**config.mk**
```make
export PLATFORM = sky130hd
export DESIGN_NAME = vrid_div
export DESIGN_NICKNAME = d
export VERILOG_FILES = /design/src/sv/vrid_pkg.sv /design/src/sv/vrid_div.sv
export SDC_FILE = /design/constraint.sdc
export NUM_CORES = 1
export LEC_CHECK = 0
export ABC_AREA = 0
export BUFFER_PORTS_ARGS = -buffer_cell sky130_fd_sc_hd__buf_2
export CAP_MARGIN = 0
export CORE_UTILIZATION = 45
export DETAILED_ROUTE_END_ITERATION = 7
export GPL_TIMING_DRIVEN = 0
export PLACE_DENSITY_LB_ADDON = 0.3
export SLEW_MARGIN = 40
export SYNTH_ARGS = -nofsm -noshare
export SYNTH_HDL_FRONTEND = slang
export SYNTH_SLANG_ARGS = --single-unit
```
**constraint.sdc**
```tcl
create_clock -name clk -period 4.75 [get_ports clk]
set_input_delay 0.7125 -clock clk [delete_from_list [all_inputs] [get_ports clk]]
set_output_delay 0.7125 -clock clk [all_outputs]
set_load 0.01 [all_outputs]
```
**src/sv/vrid_pkg.sv**
```systemverilog
// Shared constants, types and helpers of the variable-rate interpolating delay.
`default_nettype none

package vrid_pkg;

    // Line geometry and fixed-point formats
    localparam int DEPTH     = 4096;
    localparam int ADDR_W    = $clog2(DEPTH);
    localparam int LEN_W     = ADDR_W + 1;
    localparam int FRAC_BITS = 16;
    localparam int POS_W     = ADDR_W + FRAC_BITS;
    localparam int RATE_W    = FRAC_BITS + 3;
    localparam int SAMPLE_W  = 24;
    localparam int DIFF_W    = SAMPLE_W + 1;
    localparam int CFG_W     = RATE_W;
    localparam int CFG_IDX_W = 1;

    // Multiplier: unsigned operand up to 5.0 in Q.FRAC_BITS, zero-extended to signed
    localparam int MULA_W    = FRAC_BITS + 4;
    localparam int PROD_W    = MULA_W + DIFF_W;

    // Divider: magnitude of 2*prod + rate over 2*rate
    localparam int DIVN_W    = PROD_W + 1;
    localparam int DIVD_W    = RATE_W + 1;
    localparam int DIVC_W    = $clog2(DIVN_W + 1);

    // Wide signed sum ahead of saturation
    localparam int SUM_W     = DIVN_W + 2;

    // Slots written per item (at most five)
    localparam int SLOT_CNT_W = 3;

    localparam logic [RATE_W-1:0] RATE_ONE = RATE_W'(1) << FRAC_BITS;
    localparam logic [RATE_W-1:0] RATE_MAX = RATE_W'(4) << FRAC_BITS;

    localparam logic signed [SUM_W-1:0] SAT_MAX = SUM_W'(8388607);
    localparam logic signed [SUM_W-1:0] SAT_MIN = -SUM_W'(8388608);

    // Configuration register indexes
    typedef enum logic [CFG_IDX_W-1:0] {
        REG_RATE   = 1'b0,
        REG_LENGTH = 1'b1
    } cfg_reg_t;

    // Sequencer states
    typedef enum logic [4:0] {
        ST_CLEAR,
        ST_IDLE,
        ST_RD_A,
        ST_RD_B,
        ST_RD_DIFF,
        ST_RD_MUL,
        ST_RD_SUM,
        ST_WR_A,
        ST_WR_B,
        ST_WR_DIFF,
        ST_WR_MUL,
        ST_WR_Y0,
        ST_WR_SETUP,
        ST_WR_TMUL,
        ST_WR_DIVGO,
        ST_WR_DIV,
        ST_WR_STORE,
        ST_DONE
    } state_t;

    // Line memory access
    typedef struct packed {
        logic                       we;
        logic [ADDR_W-1:0]          waddr;
        logic signed [SAMPLE_W-1:0] wdata;
        logic [ADDR_W-1:0]          raddr;
    } mem_req_t;

    // Divider request and response
    typedef struct packed {
        logic              start;
        logic [DIVN_W-1:0] dividend;
        logic [DIVD_W-1:0] divisor;
    } div_req_t;

    typedef struct packed {
        logic              done;
        logic [DIVN_W-1:0] quotient;
    } div_rsp_t;

    // Clamp a wide signed value to the 24-bit sample range
    function automatic logic signed [SAMPLE_W-1:0] sat24(input logic signed [SUM_W-1:0] v);
        logic signed [SAMPLE_W-1:0] r;
        begin
            if (v > SAT_MAX)
            begin
                r = SAT_MAX[SAMPLE_W-1:0];
            end
            else if (v < SAT_MIN)
            begin
                r = SAT_MIN[SAMPLE_W-1:0];
            end
            else
            begin
                r = v[SAMPLE_W-1:0];
            end
            return r;
        end
    endfunction

endpackage

`default_nettype wire

```
**src/sv/vrid_div.sv**
```systemverilog
// Restoring bit-serial divider, one quotient bit per cycle.
`default_nettype none

module vrid_div (
    input  wire logic               clk,
    input  wire logic               rst_n,
    input  wire vrid_pkg::div_req_t req,
    output vrid_pkg::div_rsp_t      rsp
);
    import vrid_pkg::*;

    logic              busy_reg;
    logic              busy_next;
    logic              done_reg;
    logic              done_next;
    logic [DIVC_W-1:0] cnt_reg;
    logic [DIVC_W-1:0] cnt_next;
    logic [DIVD_W-1:0] rem_reg;
    logic [DIVD_W-1:0] rem_next;
    logic [DIVN_W-1:0] quo_reg;
    logic [DIVN_W-1:0] quo_next;
    logic [DIVD_W-1:0] dvs_reg;
    logic [DIVD_W-1:0] dvs_next;

    logic [DIVD_W:0]   shifted;
    logic [DIVD_W:0]   trial;
    logic              fits;

    // One restoring step
    always_comb
    begin
        shifted = {rem_reg, quo_reg[DIVN_W-1]};
        trial   = shifted - {1'b0, dvs_reg};
        fits    = (shifted >= {1'b0, dvs_reg});
    end

    // Next values
    always_comb
    begin
        busy_next = busy_reg;
        done_next = 1'b0;
        cnt_next  = cnt_reg;
        rem_next  = rem_reg;
        quo_next  = quo_reg;
        dvs_next  = dvs_reg;
        if (req.start)
        begin
            busy_next = 1'b1;
            cnt_next  = DIVC_W'(DIVN_W);
            rem_next  = '0;
            quo_next  = req.dividend;
            dvs_next  = req.divisor;
        end
        else if (busy_reg)
        begin
            rem_next = fits ? trial[DIVD_W-1:0] : shifted[DIVD_W-1:0];
            quo_next = {quo_reg[DIVN_W-2:0], fits};
            cnt_next = cnt_reg - DIVC_W'(1);
            if (cnt_reg == DIVC_W'(1))
            begin
                busy_next = 1'b0;
                done_next = 1'b1;
            end
        end
    end

    // Control state
    always_ff @(posedge clk or negedge rst_n)
    begin
        if (!rst_n)
        begin
            busy_reg <= 1'b0;
            done_reg <= 1'b0;
            cnt_reg  <= '0;
        end
        else
        begin
            busy_reg <= busy_next;
            done_reg <= done_next;
            cnt_reg  <= cnt_next;
        end
    end

    // Operands
    always_ff @(posedge clk)
    begin
        rem_reg <= rem_next;
        quo_reg <= quo_next;
        dvs_reg <= dvs_next;
    end

    assign rsp.done     = done_reg;
    assign rsp.quotient = quo_reg;

endmodule

`default_nettype wire
```
## Yosys cells after proc, flatten, opt, wreduce, memory -nomap -nowiden

Index checks and enable logic that the tools add are counted.

| word-level totals | value |
|---|---|
| bits in registers | 94 |
| bits of input ports | 69 |
| logic and storage cells | 22 |

| cells by class | value |
|---|---|
| add/subtract/negate cells | 2 |
| magnitude comparators | 1 |
| equality and inequality tests | 1 |
| muxes and demuxes | 11 |
| reduce and logical (&&, ||, !) cells | 1 |

Operators with widths:

| cell | number |
|---|---|
| 46-bit two-way mux | 2 |
| 21-bit by 20-bit greater-or-equal comparator with 1-bit output | 1 |
| 20-bit two-way mux | 1 |
| 20-bit subtractor | 1 |
| 6-bit two-way mux | 2 |
| 6-bit by 1-bit equality test with 1-bit output, second input constant | 1 |
| 1-bit two-way mux | 6 |
| 6-bit by 1-bit subtractor with 6-bit output, second input constant | 1 |
| 2-bit nonzero test | 1 |

## Depth between registers and ports, before layout

| depth | value |
|---|---|
| word-level depth | 4 |
| gate-level depth with buffers | 11 |
| mapped depth without buffers | 11 |

## Least setup slack after synthesis

No wires, ideal clock.

| timing path | value |
|---|---|
| kind | flip-flop to flip-flop |
| start point | register dvs_reg[1] |
| end point | register quo_reg[0] (data pin) |
| data arrival time | 2571 ps |
| required time | 4490 ps |
| setup slack | 1919 ps |
| cell stages (with the launch flop) | 11 |
| path buffers | 1 |
| clock period less this slack | 2831 ps |
| path through | edfxtp_1 -> inv_1 -> ha_1 -> nor2b_4 -> o31a_1 -> o31a_1 -> or4_4 -> a21oi_4 -> o21ai_2 -> buf_2 -> mux2_2 |

| between the ends | value |
|---|---|
| cells in the longest elaborated chain, start to end | 3 |

RTL lines:

| element | RTL line | source |
|---|---|---|
| start, declared | vrid_div.sv:22 | `logic [DIVD_W-1:0] dvs_reg;` |
| start signal, assigned | vrid_div.sv:89 | `dvs_reg <= dvs_next;` |
| 21-bit by 20-bit greater-or-equal comparator with 1-bit output | vrid_div.sv:34 | `fits = (shifted >= {1'b0, dvs_reg});` |
| 46-bit two-way mux | vrid_div.sv:54 | `else if (busy_reg)` |
| 46-bit two-way mux | vrid_div.sv:46 | `if (req.start)` |
| via quo_next[0] | vrid_div.sv:21 | `logic [DIVN_W-1:0] quo_next;` |
| end signal, assigned | vrid_div.sv:88 | `quo_reg <= quo_next;` |
| end, declared | vrid_div.sv:20 | `logic [DIVN_W-1:0] quo_reg;` |

The timed path passes the listed nets, and every way through them passes these cells. The select of a mux whose other input is x is not followed.
A chain may end at the register's enable or synchronous reset.

## Final worst setup path

Ends and elaborated chain as after synthesis.

==> flow_summary_export.csv <==
group,metric,value,unit
detailed_routing,drtAntennaViolNets,0,
power_and_ir_drop,leakagePower,2.467,nW
worst_setup_path,arrival,3.30,ns
clocking,cts_resized,0,
sta,finalMaxSlewViolations,0,
clocking,cts.reportedPaths.clkPinSlew,0.11,ns
synth,async_flop_share,0.08511,
grt,grt_usage,0.1987,
worst_setup_path,crit_fanout,10,
placement,globalplace.congestion,0.8370,
sta,rsz0062_at_grt,"false",
sta,fin_skew,0.02186,ns
grt,grt_max_degree,47,
detailed_routing,wl_per_cell,15.47,um
sta,finalWorstSetupSlack,1.602,ns
floorplan,die_h,105.7,um
sta,fmaxAchievable,317.6,MHz
synth,yosys_register_bits,94,
finish,layout-drive-gt1-share,0.3492,
grt,overflow,0,
finish,largest_register_ffs,46,
clocking,root_buffer,"clkbuf_8",
min_path,hold_class,"in2async",
placement,place_ws,1.642,ns
clocking,clock_path_buffers,2,
synth,synth_edf_count,66,
placement,portBuffers,115,
clocking,cts_tree,"yes",
clocking,clk_latency,0.39,ns
sta,min_period,3.148,ns
worst_setup_path,cpMostUsedCell,"o31a_1",
clocking,cts_sinks,94,
placement,dp_hpwl,7720,um
floorplan,io_pins,116,
worst_setup_path,r2r_slack,1.60,ns
synth,ys_warn_count,0,
grt,antenna_found_initial,0,
worst_setup_path,worst_path_largest_cell_delay,0.53,ns
clocking,ctsHoldBuffers,0,
clocking,ctsHtreeMaxLevel,3,
detailed_routing,num_vias,3604,
synth,synth-main-ff-cell,"edfxtp_1",
sta,final.setup.tns,0,ns
synth,syn_inst,416,
detailed_routing,dr.pass1.iters,4,
sta,fin_crit_sh,0.6628,
floorplan,die_width,105.7,um
worst_setup_path,worstPathRequired,4.90,ns
power_and_ir_drop,vdd_drop_max,0.2414,mV
sta,hold_violations,0,
worst_setup_path,path_cells,"inv_1 > ha_1 > nor2b_4 > o31a_1 > o31a_1 > or4_4 > a21oi_4 > o21ai_2 > buf_2 > mux2_2",
detailed_routing,routed_wirelength,10560,um
job,maxCapViolations,0,
sta,finalSetupViolations,0,
worst_setup_path,startpoint_type,"register",
detailed_routing,avgViaCountPerCell,5.277,
floorplan,core,0.01037,mm^2
finish,syn_to_final_growth,19.52,%
floorplan,start_util,0.4666,
floorplan,die-area,0.01117,mm^2
status,status,"complete, no violations",
floorplan,rows,37,
power_and_ir_drop,powerDensity,305.2,mW/mm^2
worst_setup_path,endpoint_kind,"register",
grt,grt_pass1_wl,17220,um
clocking,cts_setup_buffers,0,
worst_setup_path,crit_buf_inv,2,
synth,synth_fp_nets,508,
detailed_routing,drc,0,
synth,synth_area,0.004838,mm^2
synth,syn_area_per_cell,11.63,um^2
worst_setup_path,cpMaxStageDelayCell,"or4_4",
grt,grt_pass1_vias,3609,
detailed_routing,drt_iter0_drc,124,
finish,insertedDiodeCount,0,
sta,relSlewSlack,0.5765,
synth,synth.distinct_cells,50,
synth,ys_seq_area_frac,0.5337,
finish,fin_nets,634,
sta,tightest_slew,0.6298,ns
clocking,cts_buffers,9,
finish,fill_cells,934,
worst_setup_path,critPathTopFamily,"compound AO/OA/AOI/OAI gates",
worst_setup_path,critPathKind,"reg2reg",
==> power breakdown <==
part	switching (W)	internal [W]	total, W
registers	0.0000324	0.000946	0.000978
clock network	0.000327	0.000208	0.000535
logic	0.000125	0.000127	0.000252
total	0.000485	0.00128	0.00177
==> stage by stage <==
| step | util | cells | area [um^2] | hold slack [ns] | total power [W] |
|---|---|---|---|---|---|
| after floorplan | - | 416 | 4838 | 0.4169 | 0.001143 |
| after global placement | 0.5385 | 667 | 5584 | 0.4830 | 0.001241 |
| after detailed placement | 0.5387 | 667 | 5587 | 0.4908 | 0.001249 |
| after CTS | 0.5577 | 683 | 5783 | 0.1435 | 0.001783 |
| after global routing | 0.5577 | 683 | 5783 | 0.1510 | 0.001845 |
| final | 0.5577 | 683 | 5783 | 0.1559 | 0.001765 |
==> cell usage after synthesis (all sizes together), types with 6 or more instances <==
| library cell | number | area share |
|---|---|---|
| nand2b | 15 | 0.019 |
| mux2 | 47 | 0.11 |
| xnor2 | 9 | 0.016 |
| dfrtp | 8 | 0.041 |
| ha | 22 | 0.057 |
| a21oi | 16 | 0.019 |
| o21ai | 12 | 0.013 |
| clkbuf | 13 | 0.010 |
| nand3 | 8 | 0.0083 |
| a311oi | 14 | 0.025 |
| edfxtp | 66 | 0.41 |
| dfxtp | 20 | 0.083 |
| nand2 | 34 | 0.026 |
| nor3 | 6 | 0.0062 |
| nor2 | 31 | 0.024 |
| inv | 30 | 0.023 |
| o211ai | 6 | 0.0093 |
==> worst register-to-register path, cell delays in order (launching register included) <==
cell and delay (ns):
edfxtp_1 0.43, inv_1 0.08, ha_1 0.24, nor2b_4 0.14, o31a_1 0.27, o31a_1 0.29
or4_4 0.53, a21oi_4 0.20, o21ai_2 0.18, buf_2 0.28, mux2_2 0.28
==> cell type report <==
cell class                      instances  area (um^2)  share of cell area
Buffer                                 17        83.83             0.01450
Clock buffer                            9        123.9             0.02142
Inverter                               30        115.1             0.01990
Tap cell                              136        170.2             0.02942
Clock inverter                          7        72.57             0.01255
Timing Repair Buffer                  115        575.6             0.09952
Sequential cell                        94         2582              0.4466
Multi-Input combinational cell        275         2059              0.3561
==> final timing paths <==
kind / startpoint / endpoint / cells past startpoint
worst min-delay path: rst_n / done_reg / 1
min in group clk: req[4] / dvs_reg[4] / 1
max in group asynchronous: rst_n / cnt_reg[1] / 1
worst max register to register: dvs_reg[1] / quo_reg[0] / 10
worst max-delay path: dvs_reg[1] / quo_reg[0] / 10
worst min register to register: rem_reg[9] / rem_reg[10] / 2
==> cell families (layout without fill, tap and decap cells) <==
family | after synthesis | in the layout | share of synthesized area
xor+xnor | 14 | 14 | 0.02534
flops | 94 | 94 | 0.5337
simple gates | 114 | 114 | 0.1146
compound gates | 77 | 77 | 0.1153
mux | 47 | 47 | 0.1094
fa+ha+maj | 23 | 23 | 0.06103
buf+inv | 47 | 178 | 0.04060
==> layer usage <==
layer | track usage | vias to the layer above | part of all wire
met2 | 0.3203 | 128 | 0.47
li1 | - | 1771 | -
met3 | 0.08720 | 6 | 0.091
met4 | 0.05258 | 0 | 0.0087
met5 | 0 | - | 0
met1 | 0.2421 | 1699 | 0.43
==> cells in the final DEF (no fill, tap or decap), types with 5 or more instances in the layout <==
cell / n
a311oi_1: 14
dfxtp_1: 20
nand2_1: 34
o21ai_0: 11
edfxtp_1: 66
nand3_1: 8
clkbuf_1: 13
buf_2: 116
mux2_2: 47
clkbuf_8: 9
xor2_1: 5
o211ai_1: 6
inv_1: 29
nand2b_1: 15
ha_1: 22
nor3_1: 6
dfrtp_1: 8
nor2_1: 31
xnor2_1: 9
a21oi_1: 15
Note: power is estimated with default switching activity, not from simulation.
